## src/rtl/core/asss_pkg.sv

```systemverilog
package asss_pkg;

    localparam int VAL_W   = 24;
    localparam int SCL_W   = 14;
    localparam int DIG_W   = 4;
    localparam int POS_N   = 4;
    localparam int POS_W   = 2;
    localparam int SEG_W   = 7;

    localparam logic REQ_LOAD = 1'b0;
    localparam logic REQ_TICK = 1'b1;

    typedef enum logic [2:0] {
        RNG_P0   = 3'd0,
        RNG_P1   = 3'd1,
        RNG_P2   = 3'd2,
        RNG_NONE = 3'd3,
        RNG_ERR  = 3'd4
    } t_range;

    localparam logic [VAL_W-1:0] LIM_P0  = 24'd10000;
    localparam logic [VAL_W-1:0] LIM_P1  = 24'd100000;
    localparam logic [VAL_W-1:0] LIM_P2  = 24'd1000000;
    localparam logic [VAL_W-1:0] LIM_ERR = 24'd10000000;

    // floor(v / d) = (v * ceil(2^34 / d)) >> 34 for any 24-bit v
    localparam int WIDE_SH  = 34;
    localparam int REC1_W   = 31;
    localparam int PROD1_W  = VAL_W + REC1_W;
    localparam logic [REC1_W-1:0] REC34_10   = 31'd1717986919;
    localparam logic [REC1_W-1:0] REC34_100  = 31'd171798692;
    localparam logic [REC1_W-1:0] REC34_1000 = 31'd17179870;

    // floor(s / d) = (s * ceil(2^24 / d)) >> 24 for any 14-bit s
    localparam int SMALL_SH = 24;
    localparam int REC2_W   = 21;
    localparam int PROD2_W  = SCL_W + REC2_W;
    localparam logic [REC2_W-1:0] REC24_10   = 21'd1677722;
    localparam logic [REC2_W-1:0] REC24_100  = 21'd167773;
    localparam logic [REC2_W-1:0] REC24_1000 = 21'd16778;

    localparam int Q1000_W = 4;
    localparam int Q100_W  = 7;
    localparam int Q10_W   = 10;

    localparam logic [DIG_W-1:0] DIGIT_ERR = 4'd10;
    localparam logic [SEG_W-1:0] SEG_ERR   = 7'h79;

    localparam logic [POS_N-1:0][DIG_W-1:0] DIGIT_RESET = {4'd3, 4'd2, 4'd1, 4'd0};

    typedef struct packed {
        logic load;
        logic tick;
    } t_store_cmd;

    function automatic logic [SEG_W-1:0] seg_of(input logic [DIG_W-1:0] d);
        logic [SEG_W-1:0] s;
        unique case (d)
            4'd0:    s = 7'h3F;
            4'd1:    s = 7'h06;
            4'd2:    s = 7'h5B;
            4'd3:    s = 7'h4F;
            4'd4:    s = 7'h66;
            4'd5:    s = 7'h6D;
            4'd6:    s = 7'h7D;
            4'd7:    s = 7'h07;
            4'd8:    s = 7'h7F;
            4'd9:    s = 7'h6F;
            default: s = SEG_ERR;
        endcase
        return s;
    endfunction

    function automatic logic [SCL_W-1:0] times_ten(input logic [SCL_W-1:0] x);
        return SCL_W'({x, 3'b000}) + SCL_W'({x, 1'b0});
    endfunction

endpackage

```

## src/rtl/core/asss_store.sv

```systemverilog
module asss_store
    import asss_pkg::*;
(
    input  logic                        i_clk,
    input  logic                        i_rst_n,
    input  t_store_cmd                  i_cmd,
    input  logic [POS_N-1:0][DIG_W-1:0] i_digits,
    input  logic [POS_N-1:0]            i_points,
    output logic [SEG_W-1:0]            o_segments,
    output logic                        o_decimal_point,
    output logic [POS_N-1:0]            o_digit_select_n
);

    logic [POS_N-1:0][DIG_W-1:0] r_digits;
    logic [POS_N-1:0]            r_points;
    logic [POS_W-1:0]            r_pos;
    logic [POS_W-1:0]            n_pos;

    assign n_pos = r_pos + POS_W'(1);

    always_ff @(posedge i_clk) begin
        if (!i_rst_n) begin
            r_digits <= DIGIT_RESET;
            r_points <= '0;
            r_pos    <= '0;
        end else begin
            if (i_cmd.load) begin
                r_digits <= i_digits;
                r_points <= i_points;
            end
            if (i_cmd.tick) begin
                r_pos <= n_pos;
            end
        end
    end

    assign o_segments       = seg_of(r_digits[n_pos]);
    assign o_decimal_point  = r_points[n_pos];
    assign o_digit_select_n = ~(POS_N'(1) << n_pos);

endmodule

```

## src/rtl/core/autorange_seven_segment_scanner.sv

```systemverilog
// channel | direction | handshake                 | payload
// in      | input     | i_in_valid / o_in_ready   | i_req_type, i_value_thousandths
// out     | output    | o_out_valid / i_out_ready | o_segments, o_decimal_point,
//         |           |                           | o_digit_select_n
//
// One transfer in per cycle while o_in_ready is high; a scan tick reaches the output register.
// Three stages (range and wide reciprocal multiply, digit reciprocal multiplies, digit
// assembly and store update) feed the output register; loads leave no output.
// Reset is synchronous; the display store comes up as 0,1,2,3 with no points.
// A stalled output holds its item; stages fill up behind it before o_in_ready drops.
module autorange_seven_segment_scanner
    import asss_pkg::*;
(
    input  logic              i_clk,
    input  logic              i_rst_n,
    input  logic              i_in_valid,
    output logic              o_in_ready,
    input  logic              i_req_type,
    input  logic [VAL_W-1:0]  i_value_thousandths,
    output logic              o_out_valid,
    input  logic              i_out_ready,
    output logic [SEG_W-1:0]  o_segments,
    output logic              o_decimal_point,
    output logic [POS_N-1:0]  o_digit_select_n
);

    logic               r_s1_valid;
    logic               r_s1_req;
    logic [VAL_W-1:0]   r_s1_value;

    logic               r_s2_valid;
    logic               r_s2_req;
    t_range             r_s2_range;
    logic [SCL_W-1:0]   r_s2_scaled;

    logic               r_s3_valid;
    logic               r_s3_req;
    t_range             r_s3_range;
    logic [SCL_W-1:0]   r_s3_scaled;
    logic [Q1000_W-1:0] r_s3_q1000;
    logic [Q100_W-1:0]  r_s3_q100;
    logic [Q10_W-1:0]   r_s3_q10;

    logic               r_out_valid;
    logic [SEG_W-1:0]   r_segments;
    logic               r_decimal_point;
    logic [POS_N-1:0]   r_digit_select_n;

    logic out_free;
    logic s3_go;
    logic s3_rdy;
    logic s2_rdy;
    logic s1_rdy;

    t_range              n_range;
    logic [REC1_W-1:0]   rec_wide;
    logic [PROD1_W-1:0]  prod_wide;
    logic [SCL_W-1:0]    n_scaled;

    logic [PROD2_W-1:0]  prod_1000;
    logic [PROD2_W-1:0]  prod_100;
    logic [PROD2_W-1:0]  prod_10;

    logic [SCL_W-1:0]    diff1;
    logic [SCL_W-1:0]    diff2;
    logic [SCL_W-1:0]    diff3;
    logic [POS_N-1:0][DIG_W-1:0] n_digits;
    logic [POS_N-1:0]    n_points;

    t_store_cmd          store_cmd;
    logic [SEG_W-1:0]    st_segments;
    logic                st_decimal_point;
    logic [POS_N-1:0]    st_digit_select_n;

    assign out_free   = !r_out_valid || i_out_ready;
    assign s3_go      = r_s3_valid && (r_s3_req == REQ_LOAD || out_free);
    assign s3_rdy     = !r_s3_valid || s3_go;
    assign s2_rdy     = !r_s2_valid || s3_rdy;
    assign s1_rdy     = !r_s1_valid || s2_rdy;
    assign o_in_ready = s1_rdy;

    always_comb begin
        if (r_s1_value >= LIM_ERR) begin
            n_range = RNG_ERR;
        end else if (r_s1_value < LIM_P0) begin
            n_range = RNG_P0;
        end else if (r_s1_value < LIM_P1) begin
            n_range = RNG_P1;
        end else if (r_s1_value < LIM_P2) begin
            n_range = RNG_P2;
        end else begin
            n_range = RNG_NONE;
        end
    end

    always_comb begin
        unique case (n_range)
            RNG_P1:   rec_wide = REC34_10;
            RNG_P2:   rec_wide = REC34_100;
            RNG_NONE: rec_wide = REC34_1000;
            default:  rec_wide = '0;
        endcase
    end

    assign prod_wide = PROD1_W'(r_s1_value) * PROD1_W'(rec_wide);
    assign n_scaled  = (n_range == RNG_P0) ? r_s1_value[SCL_W-1:0]
                                           : prod_wide[WIDE_SH +: SCL_W];

    assign prod_1000 = PROD2_W'(r_s2_scaled) * PROD2_W'(REC24_1000);
    assign prod_100  = PROD2_W'(r_s2_scaled) * PROD2_W'(REC24_100);
    assign prod_10   = PROD2_W'(r_s2_scaled) * PROD2_W'(REC24_10);

    assign diff1 = SCL_W'(r_s3_q100) - times_ten(SCL_W'(r_s3_q1000));
    assign diff2 = SCL_W'(r_s3_q10) - times_ten(SCL_W'(r_s3_q100));
    assign diff3 = r_s3_scaled - times_ten(SCL_W'(r_s3_q10));

    always_comb begin
        n_digits[0] = r_s3_q1000;
        n_digits[1] = diff1[DIG_W-1:0];
        n_digits[2] = diff2[DIG_W-1:0];
        n_digits[3] = diff3[DIG_W-1:0];
        n_points    = '0;
        unique case (r_s3_range)
            RNG_P0:   n_points[0] = 1'b1;
            RNG_P1:   n_points[1] = 1'b1;
            RNG_P2:   n_points[2] = 1'b1;
            RNG_NONE: n_points    = '0;
            RNG_ERR: begin
                n_digits = {POS_N{DIGIT_ERR}};
            end
            default:  n_points    = '0;
        endcase
    end

    assign store_cmd.load = s3_go && (r_s3_req == REQ_LOAD);
    assign store_cmd.tick = s3_go && (r_s3_req == REQ_TICK);

    asss_store u_store (
        .i_clk            (i_clk),
        .i_rst_n          (i_rst_n),
        .i_cmd            (store_cmd),
        .i_digits         (n_digits),
        .i_points         (n_points),
        .o_segments       (st_segments),
        .o_decimal_point  (st_decimal_point),
        .o_digit_select_n (st_digit_select_n)
    );

    always_ff @(posedge i_clk) begin
        if (!i_rst_n) begin
            r_s1_valid  <= 1'b0;
            r_s2_valid  <= 1'b0;
            r_s3_valid  <= 1'b0;
            r_out_valid <= 1'b0;
        end else begin
            if (s1_rdy) begin
                r_s1_valid <= i_in_valid;
            end
            if (s2_rdy) begin
                r_s2_valid <= r_s1_valid;
            end
            if (s3_rdy) begin
                r_s3_valid <= r_s2_valid;
            end
            if (store_cmd.tick) begin
                r_out_valid <= 1'b1;
            end else if (i_out_ready) begin
                r_out_valid <= 1'b0;
            end
        end
    end

    always_ff @(posedge i_clk) begin
        if (i_in_valid && s1_rdy) begin
            r_s1_req   <= i_req_type;
            r_s1_value <= i_value_thousandths;
        end
        if (r_s1_valid && s2_rdy) begin
            r_s2_req    <= r_s1_req;
            r_s2_range  <= n_range;
            r_s2_scaled <= n_scaled;
        end
        if (r_s2_valid && s3_rdy) begin
            r_s3_req    <= r_s2_req;
            r_s3_range  <= r_s2_range;
            r_s3_scaled <= r_s2_scaled;
            r_s3_q1000  <= prod_1000[SMALL_SH +: Q1000_W];
            r_s3_q100   <= prod_100[SMALL_SH +: Q100_W];
            r_s3_q10    <= prod_10[SMALL_SH +: Q10_W];
        end
        if (store_cmd.tick) begin
            r_segments       <= st_segments;
            r_decimal_point  <= st_decimal_point;
            r_digit_select_n <= st_digit_select_n;
        end
    end

    assign o_out_valid      = r_out_valid;
    assign o_segments       = r_segments;
    assign o_decimal_point  = r_decimal_point;
    assign o_digit_select_n = r_digit_select_n;

endmodule

```

## config.mk

```make
export PLATFORM = sky130hd
export DESIGN_NAME = autorange_seven_segment_scanner
export DESIGN_NICKNAME = d
export VERILOG_FILES = /design/src/rtl/core/asss_pkg.sv /design/src/rtl/core/asss_store.sv /design/src/rtl/core/autorange_seven_segment_scanner.sv
export SDC_FILE = /design/constraint.sdc
export NUM_CORES = 1
export LEC_CHECK = 0
export ABC_AREA = 0
export BUFFER_PORTS_ARGS = -buffer_cell sky130_fd_sc_hd__buf_2
export CAP_MARGIN = 20
export CORE_MARGIN = 8
export CORE_UTILIZATION = 68
export CTS_BUF_LIST = sky130_fd_sc_hd__clkbuf_8
export DETAILED_ROUTE_END_ITERATION = 10
export GPL_TIMING_DRIVEN = 1
export MAX_ROUTING_LAYER = met4
export PLACE_DENSITY = 0.9
export SLEW_MARGIN = 10
export SYNTH_ARGS = -nofsm -noshare
export SYNTH_HDL_FRONTEND = slang
export SYNTH_SLANG_ARGS = --single-unit
```

## constraint.sdc

```tcl
create_clock -name i_clk -period 10.1 [get_ports i_clk]
set_clock_uncertainty 0.2 [all_clocks]
set_input_delay 0.505 -clock i_clk [delete_from_list [all_inputs] [get_ports i_clk]]
set_output_delay 0.505 -clock i_clk [all_outputs]
set_load 0.005 [all_outputs]
```

# Yosys cells after proc, flatten, opt, wreduce, memory -nomap -nowiden
# Memories as Yosys holds them, arrays and structs flattened. A register that Yosys moved wholly into a read port is not among the register bits.
# Index checks and enable logic that the tools add are counted.
op_classes:
  addsub: 7
  mul: 4
  n_lt_le_gt_ge: 5
  n_eq_ne: 6
  n_shift: 1
  mux: 16
  bitwise: 2
  reduce_logical: 18
op_table:
  columns: ["cell", "n"]
  rows:
  - ["one-hot mux 31 bit (3 select lines)", 1]
  - ["multiplier 24 x 31 -> 48 bit", 1]
  - ["multiplier 14 x 18 -> 28 bit, second input constant", 1]
  - ["multiplier 14 x 14 -> 27 bit, second input constant", 1]
  - ["multiplier 14 x 20 -> 27 bit, second input constant", 1]
  - [">= comparator 24 bit, second input constant", 1]
  - ["< comparator 24 x 14 -> 1 bit, second input constant", 1]
  - ["< comparator 24 x 17 -> 1 bit, second input constant", 1]
  - ["< comparator 24 x 20 -> 1 bit, second input constant", 1]
  - ["two-way mux 16 bit", 1]
  - ["two-way mux 14 bit", 1]
  - ["adder 4 bit", 3]
  - ["subtractor 4 bit", 3]
  - ["equality test 3 x 2 -> 1 bit, second input constant", 3]
  - ["binary-select mux 4 bit (select 2 bit)", 1]
  - ["two-way mux 1 bit", 7]
  - ["equality test 3 x 1 -> 1 bit, second input constant", 2]
  - ["logical AND 1 bit", 6]
  - ["zero test 3 bit", 2]
  - ["logical OR 1 bit", 5]
  - ["zero test 1 bit", 4]
  - ["two-way mux 2 bit", 2]
  - ["two-way mux 4 bit", 1]
  - ["inverter 4 bit", 1]
  - ["other kinds (8)", 8]
totals:
  register_bits: 93
  rom_bits: 112
  in_bits: 29
  output_inout_bits: 14
  wordCells: 83
  memories: 1
mem_list:
  columns: ["name", "depth", "word_bits", "rd", "rd_clocked_by_memory_dff", "wr", "line_no", "text"]
  rows:
  - ["(no name shown)", 16, 7, 1, 1, 0, "asss_pkg.sv:58", "unique case (d)"]

# Longest topological paths before layout
logic_depth:
  word_depth: 9
  mapped_depth: 35
  ltp_nobuf: 33

# Modules after synthesis
# From an unflattened synthesis, not the netlist that was laid out.
hier_totals:
  hier_cells: 3127
  area_unflattened_um2: 31111.1
modules_own_cells:
  columns: ["module", "instances", "cells_each", "area_per_inst_um2", "seq_area_each_um2"]
  rows:
  - ["autorange_seven_segment_scanner", 1, 3015, 29891.2, 2332.2]
  - ["asss_store", 1, 112, 1219.9, 440.4]

# Least setup slack after synthesis
# No wires, ideal clock.
synth_path:
  kind: "register -> register"
  start: "register r_s1_value[8]"
  end: "register r_s2_scaled[12], data pin"
  setup_ns: 0.271
  arrival_ns: 7.923
  required_time_ns: 9.629
  slack_ns: 1.706
  stages_incl_launch_ff: 33
  path_buffers: 2
  period_less_slack_ns: 8.394
  path_cell_list: "edfxtp_1 o211a_1 o21ai_1 nand2_1 a2111oi_0 nor2_1 o31ai_1 and2_1 buf_2 clkbuf_2 and3_1 inv_1 fa_1 fa_1 inv_1 fa_1 inv_1 fa_1 inv_1 fa_1 fa_1 inv_1 fa_1 inv_1 ha_1 a21oi_1 o21ai_0 or4b_4 o21ai_2 a21oi_2 a311oi_2 xor2_1 a21oi_1"
synth_between:
  elab_chain_cells: 9
  word_cells_on_any_way: 15
  cone_classes: "1 x mul; 4 x order compare; 3 x eq/ne; 6 x mux; 1 x reduce/logical"
synth_rtl:
  columns: ["item", "line_no", "text"]
  rows:
  - ["start, declared", "autorange_seven_segment_scanner.sv:29", "logic [VAL_W-1:0] r_s1_value;"]
  - ["start signal, assigned", "autorange_seven_segment_scanner.sv:176", "r_s1_value <= i_value_thousandths;"]
  - ["< comparator 24 x 20 -> 1 bit", "autorange_seven_segment_scanner.sv:89", "end else if (r_s1_value < LIM_P2) begin"]
  - ["two-way mux 1 bit", "autorange_seven_segment_scanner.sv:89", null]
  - ["two-way mux 2 bit", "autorange_seven_segment_scanner.sv:87", "end else if (r_s1_value < LIM_P1) begin"]
  - ["two-way mux 2 bit", "autorange_seven_segment_scanner.sv:85", "end else if (r_s1_value < LIM_P0) begin"]
  - ["two-way mux 3 bit", "autorange_seven_segment_scanner.sv:83", "if (r_s1_value >= LIM_ERR) begin"]
  - ["equality test 3 x 2 -> 1 bit or equality test 3 x 1 -> 1 bit (tied branches)", "autorange_seven_segment_scanner.sv:97", "unique case (n_range)"]
  - ["one-hot mux 31 bit (3 select lines)", "autorange_seven_segment_scanner.sv:97", null]
  - ["multiplier 24 x 31 -> 48 bit", "autorange_seven_segment_scanner.sv:105", "assign prod_wide = PROD1_W'(r_s1_value) * PROD1_W'(rec_wide);"]
  - ["two-way mux 14 bit (*)", "autorange_seven_segment_scanner.sv:106", "assign n_scaled = (n_range == RNG_P0) ? r_s1_value[SCL_W-1:0]"]
  - ["via n_scaled[12]", "autorange_seven_segment_scanner.sv:58", "logic [SCL_W-1:0] n_scaled;"]
  - ["end signal, assigned", "autorange_seven_segment_scanner.sv:181", "r_s2_scaled <= n_scaled;"]
  - ["end, declared", "autorange_seven_segment_scanner.sv:34", "logic [SCL_W-1:0] r_s2_scaled;"]
# The timed path passes the listed nets; every way through them passes the cells marked *.
# A chain may end at the register's enable or synchronous reset.

# Worst setup path in the final report
layout_path:
  start: "register r_s1_value[10]"
  end: "register r_s2_scaled[12], data pin"
# Same word-level chain as after synthesis.

==> out/qor.yml <==
setup_viol: 0
cts.sinks: 100
initial_core_util: 0.683
gp_congestion: 1.06
post_cts_resize_count: 0
ff_latch_area_sq_mm: 0.00275
top_layer: "met4"
drv_slew: 0
rows: 78
crit_required_ns: 10.07
setup_tns_ns: 0
routed_wl_um: 86100
drive_gt1_frac: 0.0338
crit_arrival_ns: 9.64
nFillCells: 3181
placeableCoreArea_sq_mm: 0.0451
ant_nets: 0
die_area_sq_mm: 0.0524
max_stage_delay_ns: 0.58
syn_area_sq_mm: 0.0308
clock_path_buffers: 2
tritoncts: "built"
met1_length_um: 31400
place_area_sq_mm: 0.0320
synth_edf_count: 75
track_usage: 0.347
fin_hold_ws_ns: 0.0295
drc: 0
io_pins: 43
rsz0062_at_grt: "no"
num_vias: 21600
final_cell_mix: "inv_1, fa_1, ha_1"
final_common_cell: "inv_1"
status: "completed"
synth_flop_cell: "edfxtp_1"
cts.hold.buffers_added: 0
fin_ws_ns: 0.434
critical-path-slowest-cell: "edfxtp_1"
start_kind: "flop"
dp_slack_ns: 0.626
multiInputGateArea_sq_mm: 0.0238
dr.pass1.iters: 6
fp.dieW_um: 229
nets: 4396
wire_per_inst_um: 22.7
cts_root_buf: "clkbuf_8"
dr_wl_met2_um: 40100
clkLatencyLatePin_ns: 0.44
hold_class: "in -> reg"
max_slew_margin: 0.277
worstMarginPinSlew_ns: 1.08
final_cell_area_sq_mm: 0.0322
viasPerCell: 5.69
cts_buffers: 9
htreeDepth: 3
synthCells: 3106
hold_viol: 0
postSynth.asyncResetShare: 0
yosysSeqAreaShare: 0.0894
drtIter0Drc: 2050
wl_met3_um: 9390
grt_pass1_vias: 24000
maxCapViolCount: 0
cp-end-kind: "flop"
syn_area_per_cell_sq_um: 9.91
path_class: "reg -> reg"
finalCriticalPeriod_ns: 9.67
dp_hpwl_um: 76500
fmax_ghz: 0.103
fin_crit_sh: 0.957
rrSetupSlack_ns: 0.43
overflow: 0
cpMostUsedCell: "fa_1"
grt_pass1_wl_um: 134000
yosysUniqueCellTypes: 61
antenna_found_initial: 2
crit_fanout: 19
yosys_warnings: 0
grt_max_degree: 62
port_buffers: 42
syn_to_final_growth_pct: 4.69
cts_setup_buffers: 0
ys_ff_latch: 100
clk_pin_slew_ns: 0.12
die_h_um: 229
-- logic make-up (layout without fill, tap and decap cells) --
| logic type | after synthesis | after routing | synth area share |
|---|---|---|---|
| buffers and inverters | 1187 | 1227 | 0.145 |
| adder cells (fa/ha/maj) | 1173 | 1173 | 0.638 |
| AND/OR/NAND/NOR | 366 | 366 | 0.0612 |
| AO/OA/AOI/OAI | 217 | 217 | 0.0466 |
| flip-flops | 100 | 100 | 0.0894 |
| XOR/XNOR | 54 | 54 | 0.0154 |
| multiplexers | 7 | 7 | 0.00390 |
| other | 2 | 56 | 0.000244 |
-- critical path, delay by kind of cell (launching register included) --
| family | cells | cell delay (ns) |
|---|---|---|
| adder cells (fa/ha/maj) | 8 | 3.99 |
| AO/OA/AOI/OAI | 10 | 2.23 |
| AND/OR/NAND/NOR | 5 | 1.51 |
| buffers and inverters | 5 | 0.69 |
| flip-flops | 1 | 0.58 |
| XOR/XNOR | 1 | 0.18 |
-- synth_stat cells (4+ instances only) --
library cell | instances | share of area
dfxtp_1 | 25 | 0.016
fa_1 | 664 | 0.43
nand4_1 | 16 | 0.0033
xnor2_1 | 41 | 0.012
a22oi_1 | 8 | 0.0020
a211o_1 | 4 | 0.0011
mux4_2 | 4 | 0.0029
a21boi_0 | 5 | 0.0012
nand2b_1 | 8 | 0.0016
or2_2 | 6 | 0.0012
a21o_1 | 42 | 0.010
nor3_1 | 18 | 0.0029
nand3_1 | 22 | 0.0036
a21oi_1 | 69 | 0.011
ha_1 | 509 | 0.21
o21a_1 | 8 | 0.0020
nand2_1 | 87 | 0.011
nor2_1 | 62 | 0.0076
clkbuf_1 | 42 | 0.0051
and2_1 | 11 | 0.0022
a31oi_1 | 7 | 0.0014
edfxtp_1 | 75 | 0.073
nor4_1 | 6 | 0.0012
nor2b_1 | 21 | 0.0043
o21ai_0 | 29 | 0.0047
and3_1 | 100 | 0.020
xor2_1 | 13 | 0.0037
inv_1 | 1140 | 0.14
o31ai_1 | 6 | 0.0015
-- registers in the layout, summed over array words and instances (netlist names), 7 cells and up --
name	cells
r_s1_value	24
r_s2_scaled	14
o_segments	7
u_store.r_digits	16
-- routing by layer --
metal | vias up | track usage
met2 | 1215 | 0.546
met4 | 0 | 0.162
li1 | 9385 | -
met3 | 354 | 0.0982
met5 | - | -
met1 | 10700 | 0.413
-- final timing paths --
check | cells past startpoint | end | startpoint
min reg2reg | 0 | r_s3_range[0] | r_s2_range[0]
min | 1 | r_s1_value[2] | i_value_thousandths[2]
max reg2reg | 29 | r_s2_scaled[12] | r_s1_value[10]
max | 29 | r_s2_scaled[12] | r_s1_value[10]
-- stage by stage --
step                utilization  instances
floorplan                     -       3159
global placement          0.710       3782
detailed placement        0.710       3782
CTS                       0.715       3798
global route              0.715       3800
finish                    0.715       3800
-- final cells by class --
| type | count | share of cell area |
|---|---|---|
| multi-input cells | 1872 | 0.739 |
| inverters | 1141 | 0.133 |
| flip-flops and latches | 100 | 0.0854 |
| well taps | 600 | 0.0233 |
| repair buffers | 70 | 0.0134 |
| clock buffers | 9 | 0.00384 |
| clock inverters | 7 | 0.00264 |
| diodes | 1 | 0.0000776 |
Power is not shown: default switching activity piles up to over one toggle a cycle in this logic, so the estimate is an artifact.
